===== src/rtl/core/mer_pkg.sv =====
package mer_pkg;

  // shared multiplier operand and product widths
  localparam int MUL_W = 24;
  localparam int PROD_W = 2 * MUL_W;

  // decision variable and slope terms
  localparam int DEC_W = 48;

  // configuration and pixel field widths
  localparam int CENTER_W = 12;
  localparam int AXIS_W = 11;
  localparam int COLOR_W = 8;
  localparam int PIX_W = 14;
  localparam int CFG_IDX_W = 3;
  localparam int CFG_DATA_W = 12;

  typedef struct packed {
    logic load;
    logic done;
  } pix_ctl_t;

endpackage


===== src/rtl/core/mer_mul.sv =====
module mer_mul (
  input  logic                        clk,
  input  logic [mer_pkg::MUL_W-1:0]   op_a,
  input  logic [mer_pkg::MUL_W-1:0]   op_b,
  output logic [mer_pkg::PROD_W-1:0]  prod
);

  always_ff @(posedge clk) begin
    prod <= mer_pkg::PROD_W'(op_a) * mer_pkg::PROD_W'(op_b);
  end

endmodule


===== src/rtl/core/mer_pix.sv =====
module mer_pix #(
  parameter int COORD_BITS = 12
) (
  input  logic                              clk,
  input  logic                              rst,
  input  mer_pkg::pix_ctl_t                 ctl,
  input  logic [COORD_BITS-1:0]             pt_x,
  input  logic [COORD_BITS-1:0]             pt_y,
  input  logic [mer_pkg::CENTER_W-1:0]      center_x,
  input  logic [mer_pkg::CENTER_W-1:0]      center_y,
  input  logic [mer_pkg::COLOR_W-1:0]       color,
  output logic                              busy,
  output logic                              pixel_valid,
  input  logic                              pixel_stall,
  output logic signed [mer_pkg::PIX_W-1:0]  pixel_x,
  output logic signed [mer_pkg::PIX_W-1:0]  pixel_y,
  output logic [mer_pkg::COLOR_W-1:0]       color_out,
  output logic                              last_of_step,
  output logic                              ellipse_done
);

  logic [COORD_BITS-1:0] px;
  logic [COORD_BITS-1:0] py;
  logic                  done_r;
  logic [1:0]            cnt;
  logic                  active;
  logic                  load_out;
  logic                  use_xp;
  logic                  use_yp;
  logic [31:0]           xp_w;
  logic [31:0]           xm_w;
  logic [31:0]           yp_w;
  logic [31:0]           ym_w;

  assign xp_w = 32'(center_x) + 32'(px);
  assign xm_w = 32'(center_x) - 32'(px);
  assign yp_w = 32'(center_y) + 32'(py);
  assign ym_w = 32'(center_y) - 32'(py);

  // mirror order: (+x,+y), (+x,-y), (-x,-y), (-x,+y)
  assign use_xp = !cnt[1];
  assign use_yp = (cnt[1] == cnt[0]);

  assign load_out = active && (!pixel_valid || !pixel_stall);
  assign busy = active;

  always_ff @(posedge clk) begin
    if (rst) begin
      active <= 1'b0;
      pixel_valid <= 1'b0;
    end else begin
      if (ctl.load) begin
        active <= 1'b1;
      end else if (load_out && (&cnt)) begin
        active <= 1'b0;
      end
      if (load_out) begin
        pixel_valid <= 1'b1;
      end else if (!pixel_stall) begin
        pixel_valid <= 1'b0;
      end
    end
  end

  always_ff @(posedge clk) begin
    if (ctl.load) begin
      px <= pt_x;
      py <= pt_y;
      done_r <= ctl.done;
      cnt <= '0;
    end else if (load_out) begin
      cnt <= cnt + 2'd1;
    end
    if (load_out) begin
      pixel_x <= use_xp ? xp_w[mer_pkg::PIX_W-1:0] : xm_w[mer_pkg::PIX_W-1:0];
      pixel_y <= use_yp ? yp_w[mer_pkg::PIX_W-1:0] : ym_w[mer_pkg::PIX_W-1:0];
      color_out <= color;
      last_of_step <= &cnt;
      ellipse_done <= done_r;
    end
  end

endmodule


===== src/rtl/core/midpoint_ellipse_rasterizer.sv =====
// A step item holds the input stalled after acceptance: setup states ST_AA, ST_BB, ST_SQ,
// ST_DISP for the axis squares, the point update, four serial mirrored pixels.
// A step that enters region two adds states ST_E_TX to ST_E_FIN for the new decision term,
// all products from the shared 24x24 multiplier; steps with no pixel return from ST_DISP or ST_R2.
// The first pixel is registered in mer_pix after ST_EMIT loads it; pixel stalls hold the input longer.
// Reset clears the sequencer and pixel valid, ends any ellipse, restores registers.
module midpoint_ellipse_rasterizer #(
  parameter int COORD_BITS = 12
) (
  input  logic                                 clk,
  input  logic                                 rst,
  input  logic                                 cfg_we,
  input  logic [mer_pkg::CFG_IDX_W-1:0]        cfg_index,
  input  logic [mer_pkg::CFG_DATA_W-1:0]       cfg_data,
  input  logic                                 step_valid,
  output logic                                 step_stall,
  input  logic                                 start_new,
  output logic                                 pixel_valid,
  input  logic                                 pixel_stall,
  output logic signed [mer_pkg::PIX_W-1:0]     pixel_x,
  output logic signed [mer_pkg::PIX_W-1:0]     pixel_y,
  output logic [mer_pkg::COLOR_W-1:0]          color_out,
  output logic                                 last_of_step,
  output logic                                 ellipse_done
);

  localparam int MW = mer_pkg::MUL_W;
  localparam int PW = mer_pkg::PROD_W;
  localparam int DW = mer_pkg::DEC_W;
  localparam int SQ_W = 2 * mer_pkg::AXIS_W;

  localparam logic [mer_pkg::CFG_IDX_W-1:0] CFG_CENTER_X = 3'd0;
  localparam logic [mer_pkg::CFG_IDX_W-1:0] CFG_CENTER_Y = 3'd1;
  localparam logic [mer_pkg::CFG_IDX_W-1:0] CFG_AXIS_X = 3'd2;
  localparam logic [mer_pkg::CFG_IDX_W-1:0] CFG_AXIS_Y = 3'd3;
  localparam logic [mer_pkg::CFG_IDX_W-1:0] CFG_COLOR = 3'd4;

  localparam logic [mer_pkg::COLOR_W-1:0] COLOR_RESET = 8'd15;

  localparam logic [1:0] REG_IDLE = 2'd0;
  localparam logic [1:0] REG_ONE = 2'd1;
  localparam logic [1:0] REG_TWO = 2'd2;

  localparam logic [4:0] ST_IDLE = 5'd0;
  localparam logic [4:0] ST_AA = 5'd1;
  localparam logic [4:0] ST_BB = 5'd2;
  localparam logic [4:0] ST_SQ = 5'd3;
  localparam logic [4:0] ST_DISP = 5'd4;
  localparam logic [4:0] ST_START = 5'd5;
  localparam logic [4:0] ST_R1 = 5'd6;
  localparam logic [4:0] ST_E_TX = 5'd7;
  localparam logic [4:0] ST_E_T2L = 5'd8;
  localparam logic [4:0] ST_E_T2H = 5'd9;
  localparam logic [4:0] ST_E_TY = 5'd10;
  localparam logic [4:0] ST_E_T4L = 5'd11;
  localparam logic [4:0] ST_E_T4H = 5'd12;
  localparam logic [4:0] ST_E_T5 = 5'd13;
  localparam logic [4:0] ST_E_FIN = 5'd14;
  localparam logic [4:0] ST_R2 = 5'd15;
  localparam logic [4:0] ST_DEC = 5'd16;
  localparam logic [4:0] ST_EMIT = 5'd17;

  logic [mer_pkg::CENTER_W-1:0] center_x;
  logic [mer_pkg::CENTER_W-1:0] center_y;
  logic [mer_pkg::AXIS_W-1:0]   semi_axis_x;
  logic [mer_pkg::AXIS_W-1:0]   semi_axis_y;
  logic [mer_pkg::COLOR_W-1:0]  pixel_color;

  logic [4:0]            state;
  logic [1:0]            region;
  logic                  start_flag;
  logic                  neg;
  logic [SQ_W-1:0]       aa;
  logic [SQ_W-1:0]       bb;
  logic [COORD_BITS-1:0] cur_x;
  logic [COORD_BITS-1:0] cur_y;
  logic [DW-1:0]         decision;
  logic [DW-1:0]         slope_x_term;
  logic [DW-1:0]         slope_y_term;
  logic [DW-1:0]         tmp;
  logic [DW-1:0]         acc;

  logic [MW-1:0]         mul_a;
  logic [MW-1:0]         mul_b;
  logic [PW-1:0]         prod;

  logic [DW-1:0]         aa_w;
  logic [DW-1:0]         bb_w;
  logic [31:0]           b_ext;
  logic [COORD_BITS:0]   tx;
  logic [COORD_BITS-1:0] tyabs;
  logic [DW-1:0]         prod_x4;
  logic [DW-1:0]         prod_lo_up;
  logic [DW-1:0]         prod_lo_up4;
  logic [DW-1:0]         d_start;
  logic [DW-1:0]         base_sel;
  logic [DW-1:0]         sx_sel;
  logic [DW-1:0]         sy_sel;
  logic [DW-1:0]         step_term;
  logic                  sx_lt_sy;
  logic                  pix_busy;
  mer_pkg::pix_ctl_t     pix_ctl;

  assign aa_w = DW'(aa);
  assign bb_w = DW'(bb);
  assign b_ext = 32'(semi_axis_y);
  assign tx = {cur_x, 1'b1};
  // (y-1)^2 wraps to 1 when y is already zero
  assign tyabs = (cur_y == '0) ? COORD_BITS'(1) : cur_y - COORD_BITS'(1);
  assign prod_x4 = {prod[PW-3:0], 2'b00};
  assign prod_lo_up = {prod[MW-1:0], {MW{1'b0}}};
  assign prod_lo_up4 = {prod[MW-3:0], {(MW + 2){1'b0}}};
  assign d_start = {bb_w[DW-3:0], 2'b00} - prod_x4 + aa_w;
  assign sx_lt_sy = $signed(slope_x_term) < $signed(slope_y_term);

  // decision update: region one adds bb + px (- py), region two aa - py (+ px)
  always_comb begin
    if (region == REG_TWO) begin
      base_sel = aa_w;
      sx_sel = neg ? slope_x_term : '0;
      sy_sel = slope_y_term;
    end else begin
      base_sel = bb_w;
      sx_sel = slope_x_term;
      sy_sel = neg ? '0 : slope_y_term;
    end
  end
  assign step_term = base_sel + sx_sel - sy_sel;

  always_comb begin
    case (state)
      ST_AA: begin
        mul_a = MW'(semi_axis_x);
        mul_b = MW'(semi_axis_x);
      end
      ST_BB: begin
        mul_a = MW'(semi_axis_y);
        mul_b = MW'(semi_axis_y);
      end
      ST_DISP: begin
        mul_a = MW'(aa);
        mul_b = MW'(semi_axis_y);
      end
      ST_E_TX: begin
        mul_a = MW'(tx);
        mul_b = MW'(tx);
      end
      ST_E_T2L: begin
        mul_a = prod[MW-1:0];
        mul_b = MW'(bb);
      end
      ST_E_T2H: begin
        mul_a = tmp[DW-1:MW];
        mul_b = MW'(bb);
      end
      ST_E_TY: begin
        mul_a = MW'(tyabs);
        mul_b = MW'(tyabs);
      end
      ST_E_T4L: begin
        mul_a = prod[MW-1:0];
        mul_b = MW'(aa);
      end
      ST_E_T4H: begin
        mul_a = tmp[DW-1:MW];
        mul_b = MW'(aa);
      end
      ST_E_T5: begin
        mul_a = MW'(aa);
        mul_b = MW'(bb);
      end
      default: begin
        mul_a = '0;
        mul_b = '0;
      end
    endcase
  end

  mer_mul u_mul (
    .clk  (clk),
    .op_a (mul_a),
    .op_b (mul_b),
    .prod (prod)
  );

  assign step_stall = !((state == ST_IDLE) && !pix_busy);

  always_ff @(posedge clk) begin
    if (rst) begin
      center_x <= '0;
      center_y <= '0;
      semi_axis_x <= '0;
      semi_axis_y <= '0;
      pixel_color <= COLOR_RESET;
    end else if (cfg_we) begin
      case (cfg_index)
        CFG_CENTER_X: center_x <= cfg_data[mer_pkg::CENTER_W-1:0];
        CFG_CENTER_Y: center_y <= cfg_data[mer_pkg::CENTER_W-1:0];
        CFG_AXIS_X: semi_axis_x <= cfg_data[mer_pkg::AXIS_W-1:0];
        CFG_AXIS_Y: semi_axis_y <= cfg_data[mer_pkg::AXIS_W-1:0];
        CFG_COLOR: pixel_color <= cfg_data[mer_pkg::COLOR_W-1:0];
        default: begin
        end
      endcase
    end
  end

  always_ff @(posedge clk) begin
    if (rst) begin
      state <= ST_IDLE;
      region <= REG_IDLE;
    end else begin
      case (state)
        ST_IDLE: begin
          if (step_valid && !step_stall) begin
            state <= ST_AA;
          end
        end
        ST_AA: state <= ST_BB;
        ST_BB: state <= ST_SQ;
        ST_SQ: state <= ST_DISP;
        ST_DISP: begin
          if (start_flag) begin
            state <= ST_START;
          end else if (region == REG_ONE) begin
            state <= sx_lt_sy ? ST_R1 : ST_E_TX;
          end else if (region == REG_TWO) begin
            state <= ST_R2;
          end else begin
            state <= ST_IDLE;
          end
        end
        ST_START: begin
          region <= REG_ONE;
          state <= ST_EMIT;
        end
        ST_R1: state <= ST_DEC;
        ST_E_TX: state <= ST_E_T2L;
        ST_E_T2L: state <= ST_E_T2H;
        ST_E_T2H: state <= ST_E_TY;
        ST_E_TY: state <= ST_E_T4L;
        ST_E_T4L: state <= ST_E_T4H;
        ST_E_T4H: state <= ST_E_T5;
        ST_E_T5: state <= ST_E_FIN;
        ST_E_FIN: begin
          region <= REG_TWO;
          state <= ST_R2;
        end
        ST_R2: begin
          // nothing left to trace: drop the ellipse without a result
          if (cur_y == '0) begin
            region <= REG_IDLE;
            state <= ST_IDLE;
          end else begin
            state <= ST_DEC;
          end
        end
        ST_DEC: state <= ST_EMIT;
        ST_EMIT: begin
          if (cur_y == '0) begin
            region <= REG_IDLE;
          end
          state <= ST_IDLE;
        end
        default: state <= ST_IDLE;
      endcase
    end
  end

  always_ff @(posedge clk) begin
    case (state)
      ST_IDLE: begin
        if (step_valid && !step_stall) begin
          start_flag <= start_new;
        end
      end
      ST_BB: aa <= prod[SQ_W-1:0];
      ST_SQ: bb <= prod[SQ_W-1:0];
      ST_START: begin
        cur_x <= '0;
        cur_y <= b_ext[COORD_BITS-1:0];
        slope_x_term <= '0;
        slope_y_term <= {prod[PW-2:0], 1'b0};
        decision <= d_start;
      end
      ST_R1: begin
        neg <= decision[DW-1];
        cur_x <= cur_x + COORD_BITS'(1);
        slope_x_term <= slope_x_term + {bb_w[DW-2:0], 1'b0};
        if (!decision[DW-1]) begin
          cur_y <= cur_y - COORD_BITS'(1);
          slope_y_term <= slope_y_term - {aa_w[DW-2:0], 1'b0};
        end
      end
      ST_E_T2L: tmp <= prod;
      ST_E_T2H: acc <= prod;
      ST_E_TY: acc <= acc + prod_lo_up;
      ST_E_T4L: tmp <= prod;
      ST_E_T4H: acc <= acc + prod_x4;
      ST_E_T5: acc <= acc + prod_lo_up4;
      ST_E_FIN: decision <= acc - prod_x4;
      ST_R2: begin
        neg <= decision[DW-1];
        if (cur_y != '0) begin
          cur_y <= cur_y - COORD_BITS'(1);
          slope_y_term <= slope_y_term - {aa_w[DW-2:0], 1'b0};
          if (decision[DW-1]) begin
            cur_x <= cur_x + COORD_BITS'(1);
            slope_x_term <= slope_x_term + {bb_w[DW-2:0], 1'b0};
          end
        end
      end
      ST_DEC: decision <= decision + {step_term[DW-3:0], 2'b00};
      default: begin
      end
    endcase
  end

  assign pix_ctl.load = (state == ST_EMIT);
  assign pix_ctl.done = (cur_y == '0);

  mer_pix #(
    .COORD_BITS (COORD_BITS)
  ) u_pix (
    .clk          (clk),
    .rst          (rst),
    .ctl          (pix_ctl),
    .pt_x         (cur_x),
    .pt_y         (cur_y),
    .center_x     (center_x),
    .center_y     (center_y),
    .color        (pixel_color),
    .busy         (pix_busy),
    .pixel_valid  (pixel_valid),
    .pixel_stall  (pixel_stall),
    .pixel_x      (pixel_x),
    .pixel_y      (pixel_y),
    .color_out    (color_out),
    .last_of_step (last_of_step),
    .ellipse_done (ellipse_done)
  );

endmodule


===== config.mk =====
export PLATFORM = sky130hd
export DESIGN_NAME = midpoint_ellipse_rasterizer
export DESIGN_NICKNAME = d
export VERILOG_FILES = /design/src/rtl/core/mer_pkg.sv /design/src/rtl/core/mer_mul.sv /design/src/rtl/core/mer_pix.sv /design/src/rtl/core/midpoint_ellipse_rasterizer.sv
export SDC_FILE = /design/constraint.sdc
export NUM_CORES = 2
export LEC_CHECK = 0
export ABC_AREA = 1
export BUFFER_PORTS_ARGS = -buffer_cell sky130_fd_sc_hd__buf_2
export CORE_MARGIN = 5
export CORE_UTILIZATION = 41
export DETAILED_ROUTE_END_ITERATION = 12
export GPL_TIMING_DRIVEN = 1
export HOLD_SLACK_MARGIN = 0.06
export PLACE_DENSITY = 0.55
export RECOVER_POWER = 25
export REMOVE_ABC_BUFFERS = 1
export SYNTH_ARGS = -nofsm -noshare
export SYNTH_HDL_FRONTEND = slang
export SYNTH_SLANG_ARGS = --single-unit
export TNS_END_PERCENT = 5

===== constraint.sdc =====
create_clock -name clk -period 22.5 [get_ports clk]
set_clock_uncertainty 0.05 [all_clocks]
set_input_delay 4.5 -clock clk [delete_from_list [all_inputs] [get_ports clk]]
set_output_delay 4.5 -clock clk [all_outputs]
set_load 0.01 [all_outputs]

* Word level (Yosys, flattened, before mapping) *
Index checks and enable logic that the tools add are counted.

cells by class
  add/sub/neg operators = 18
  multipliers = 1
  $lt $le $gt $ge = 1
  equality and inequality tests = 30
  muxes and demuxes = 37
  reduce and logical (&&, ||, !) cells = 37

operators by type and width
  cell                                                             number
  48-bit case mux with 3 select lines                              3
  48-bit adder                                                     4
  48-bit two-way mux                                               4
  48-bit case mux with 4 select lines                              1
  46-bit two-way mux                                               4
  24-bit case mux with 7 select lines                              1
  22-bit case mux with 6 select lines                              1
  5-bit case mux with 16 select lines                              1
  12-bit case mux with 3 select lines                              2
  12-bit two-way mux                                               5
  48-bit by 22-bit adder with 48-bit output                        1
  48-bit by 23-bit adder with 48-bit output                        1
  48-bit less-than comparator                                      1
  24-bit by 48-bit subtractor with 48-bit output                   1
  48-bit by 23-bit subtractor with 48-bit output                   1
  48-bit subtractor                                                1
  22-bit by 46-bit adder with 46-bit output                        1
  24-bit by 22-bit multiplier with 46-bit output                   1
  46-bit subtractor                                                1
  5-bit by 4-bit == test with 1-bit output, second input constant  8
  14-bit two-way mux                                               2
  12-bit by 12-bit adder with 13-bit output                        2
  12-bit by 12-bit subtractor with 13-bit output                   2
  22-bit two-way mux                                               1
  34 further kinds                                                 74

storage, ports and cells
  bits in registers = 486
  input bits = 21
  output and inout port bits = 40
  word-level logic and storage cells = 154

* Logic depth before layout (Yosys ltp) *
  depth in word-level cells = 6
  gate-level depth with buffers = 38
  depth with buffers taken out = 37

* Modules after synthesis *
A second synthesis with hierarchy kept.

second synthesis, totals
  cell total of the unflattened synthesis = 9,735
  area total of the unflattened synthesis = 66,885.4 µm²

by module, submodules not included
  module                       instances  cells each  area an instance (µm²)  sequential area each (µm²)
  midpoint_ellipse_rasterizer  1          6,115       39,997.1                9,629.2
  mer_mul                      1          2,931       21,604.5                960.9
  mer_pix                      1          689         5,283.8                 1,971.9

* Worst setup path before layout *
OpenSTA, ideal clock, no wires.

  kind = reg-to-reg
  start = reg state[1]
  end = reg u_mul.prod[33] (netlist name)
  library setup time = 0.123 ns
  arrival = 7.203 ns
  data required time = 22.327 ns
  slack = 15.123 ns
  cell stages (with the launch flop) = 29
  buffers on the path = 1
  clock period less this slack = 7.377 ns
  path through = dfxtp_1 > nand2_1 > nor2_2 > inv_1 > o21ai_0 > a211oi_2 > nand2_2 > buf_2 > nand2_1 > fa_1 > inv_1 > fa_1 > inv_1 > fa_1 > inv_1 > fa_1 > inv_1 > fa_1 > inv_1 > fa_1 > fa_1 > ha_1 > a21oi_1 > o21ai_0 > o21ai_0 > nand3_1 > a21oi_1 > o21bai_1 > xor2_1

between the ends
  word-level cells in the longest chain between the ends = 4
  elaborated cells between the ends (all ways) = 19
  classes of those cells = mul: 1; eq/ne: 10; mux: 2; reduce/logical: 6

ends and longest elaborated chain
  what                                                                                        line                                text
  from (decl)                                                                                 midpoint_ellipse_rasterizer.sv:69   logic [4:0] state;
  from (signal assigned)                                                                      midpoint_ellipse_rasterizer.sv:226  state <= sx_lt_sy ? ST_R1 : ST_E_TX;
  5-bit by 4-bit == test with 1-bit output (tied with other cells)                            midpoint_ellipse_rasterizer.sv:131  case (state)
  3-bit OR reduction (no line) or 2-bit OR reduction (tied branches)                          n/a
  22-bit case mux with 6 select lines or 24-bit case mux with 7 select lines (tied branches)  midpoint_ellipse_rasterizer.sv:131
  24-bit by 22-bit multiplier with 46-bit output (*)                                          mer_mul.sv:9                        prod <= mer_pkg::PROD_W'(op_a) * mer_pkg::PROD_W'(op_b);
  to (signal assigned)                                                                        mer_mul.sv:9
  to (decl)                                                                                   mer_mul.sv:5                        output logic [mer_pkg::PROD_W-1:0] prod

Every way passes the cells marked *; elsewhere a longest branch is shown, timed or not.
A chain may end at the register's enable or synchronous reset.

* Worst setup path after layout *
  start = reg state[1]
  end = reg u_mul.prod[42] (netlist name)

The elaborated chain is that of the path after synthesis.

==> summary.txt <==
Placed design
  • DP Wirelength: 233 mm
  • Placed insts: 10700
  • Port buffer count: 60
  • Gpl congestion: between 1 and 1.5

STA
  • Worst rel slew slack: -79.6%
  • Minimum clock period: between 10 and 15 ns
  • Final period util: a little under half
  • Achievable Freq: slightly above 90 MHz
  • Max-slew violations: 191
  • Worst-Margin Slew: ~2.7 ns
  • RSZ-0062 raised after global routing: false
  • Setup tns final: 0 ns
  • Final Hold Viols: 0
  • Final setup viols: 0

Final layout
  • Layout cells sized above 1: approximately 3.5%
  • Layout Utilization: between 40 and 50%
  • Nets: slightly below 10000
  • Layout area overhead: 7.30%
  • Finished Layout Cells: ~11000

Global route
  • Initial antenna violation count: 14
  • Vias in the first global route: ~60000
  • Largest net degree at the start of global routing: 90
  • GRT Residual Overflow: 0
  • Total global-route track usage: 34.7%
  • First-pass GRT wire length: around 410 mm

Logic synthesis
  • Main combinational cell family by area after synthesis: adder cells
  • Seq cells post-synth: approximately 450
  • Post-synth top area share: between 10% and 20%
  • Synth cell types: 67
  • Post-synth top flop: edfxtp_1
  • Synth Instances: 8764
  • Async SR Flop Fraction: 0%
  • Xor/xnor share of the synthesized area: under 10%
  • Yosys top cell by area: edfxtp_1
  • EDFF count, synth: 341
  • Top post-synthesis cells by area: edfxtp_1 17%, fa_1 16%, ha_1 12%
  • Warnings, synthesis: 0
  • Compound-Gate Fraction of Synth Area: around 14%
  • Mapped Area: about 62000 um^2
  • Proportion of synthesized area in mux cells: less than 1%
  • Synth Area in Adders: a little over a quarter
  • Sequential fraction of the synthesis area: 20.1%
  • Post-Syn Area per Cell: a little over 7 um^2
  • Post-Synth Simple-Gate Area: about a quarter
  • Top-count cell post-synth: nand2_1
  • Commonest cells in the netlist: 1851 x nand2_1, 1546 x inv_1, 1009 x nor2_1

Power and ir drop
  • Worst VDD drop: between 0.05 and 0.06 mV
  • Power Dens Cells: 33.4 nW/um^2
  • P_leak: 32.4 nW

Clock tree
  • Clk buf depth: 3
  • Post-CTS sizing: 0
  • Postcts setup bufs: 0
  • CTS clk-pin slew, worst paths: ~0.07 ns
  • H-tree depth: 2
  • Hold_buf cts: 0
  • CTS buffer count: 55
  • CTS tree: yes
  • Worst skew pair latency: 0.71 ns
  • Clk root buf: clkbuf_16
  • Sink Count: ~450

Setup path
  • CP top delay family: adder cells
  • Worst path required time: between 20 and 25 ns
  • Max stage delay on crit path: around 1.3 ns
  • Crit path max-delay cell type: o21ai_0
  • Buf/Inv on CP: 10
  • Worst Setup End Kind: register
  • CP most frequent cell: inv_1
  • Critical Path Start Type: register
  • Critical path type: reg -> reg
  • Critical Path AT: around 11 ns
  • Crit-path max FO: 35

Detailed routing
  • Routed wire length: about 280 mm
  • Via density per instance: between 5 and 6
  • Drt first pass iters: 6
  • Detailed-route via count: between 60000 and 70000
  • DRC violation count after routing: 0
  • Initial DRC count: about 6300
  • WL/cell: 26.0 um
  • DRT antenna net count: 0

Run status
  • Failing checks: max-capacitance violations, max-slew violations
  • Status: finished with violations

Floorplan
  • Row cnt: approximately 140
  • IO Pins: between 60 and 70
  • Die area: ~160000 um^2
  • Die Y-Extent: between 300 and 400 um
  • Die X: ~400 um
  • Core ar.: between 150000 and 200000 um^2
  • Starting Density: 41.3%

Job
  • Number of max-cap violations: 8

Worst hold path
  • Min-Delay Path Class: reg -> reg
## sequential cells by signal, summed over array words and instances, names as in the netlist, 2 cells and up
| name | count |
|---|---|
| semi_axis_y | 11 |
| u_pix.pixel_y | 14 |
| state | 5 |
| aa | 22 |
| u_pix.px | 12 |
| u_pix.py | 12 |
| semi_axis_x | 11 |
| bb | 22 |
| slope_y_term | 47 |
| u_mul.prod | 46 |
| acc | 46 |
| u_pix.cnt | 2 |
| cur_x | 12 |
| center_y | 12 |
| center_x | 12 |
| decision | 46 |
| pixel_color | 8 |
| region | 2 |
| u_pix.color_out | 8 |
| tmp | 22 |
| slope_x_term | 47 |
| u_pix.pixel_x | 14 |
| cur_y | 12 |
## area by class of cell
class,instances,area (um^2)
antenna,10,25.0
clock inverter,29,365
timing repair buffer,154,856
inverter,1578,5920
fill,15800,83600
tap,2016,2520
multi-input combinational,6531,42800
sequential,452,12500
clock buffer,73,1590
## per-stage QoR
step                hold WS (ns)  setup slack [ns]  area [um^2]  total power [W]
finish                     0.384             11.79        66600          0.00222
global route               0.399             11.38        66600          0.00229
CTS                        0.386             13.32        66700          0.00223
detailed placement         0.366             13.35        64800          0.00125
global placement           0.364             13.23        64800          0.00125
floorplan                  0.350             14.90        61200          0.00113
## logic make-up (layout without fill, tap and decap cells)
| kind of cell | Yosys count | count (layout) |
|---|---|---|
| flip-flops | 452 | 452 |
| other | 0 | 10 |
| XOR/XNOR | 169 | 169 |
| AO/OA/AOI/OAI | 1592 | 1592 |
| multiplexers | 8 | 8 |
| adder cells (fa/ha/maj) | 1066 | 1066 |
| buffers and inverters | 1781 | 1834 |
| AND/OR/NAND/NOR | 3696 | 3696 |
## worst paths after layout
check	from	to	slack (ns)	cells after the start
min	pixel_color[7]$_SDFFE_PP0P_	u_pix.color_out[7]$_DFFE_PP_	0.38	0
min reg2reg	pixel_color[7]$_SDFFE_PP0P_	u_pix.color_out[7]$_DFFE_PP_	0.38	0
max reg2reg	state[1]$_SDFFE_PP0P_	u_mul.prod[42]$_DFF_P_	11.79	28
max	state[1]$_SDFFE_PP0P_	u_mul.prod[42]$_DFF_P_	11.79	28
## routing by layer
| layer | GRT usage, % | routed length (um) | vias to the layer above |
|---|---|---|---|
| li1 | - | - | 28400 |
| met1 | 45.6 | 117000 | 29900 |
| met2 | 55.6 | 125000 | 2792 |
| met3 | 5.47 | 22100 | 680 |
| met4 | 17.8 | 17900 | 12 |
| met5 | 0 | 74 | - |
## report_power, final
part           internal [W]  leakage (nW)  total [W]  switching (W)
logic             0.0000898          27.5   0.000322       0.000232
clock network      0.000570         0.964   0.000981       0.000411
registers          0.000905          3.93   0.000919      0.0000141
## cell usage in the layout (no fill, tap or decap), drive strengths merged, types with 40 or more instances in the layout
cell type / n
clkbuf: 113
nor2: 1020
inv: 1580
a21o: 53
nand3: 475
xor2: 122
o21a: 40
nand2: 1857
o21bai: 56
edfxtp: 341
o21ai: 613
fa: 490
ha: 576
nand4: 126
nor3: 119
buf: 114
a21oi: 658
xnor2: 47
dfxtp: 111
(Power assumes the default switching activity.)
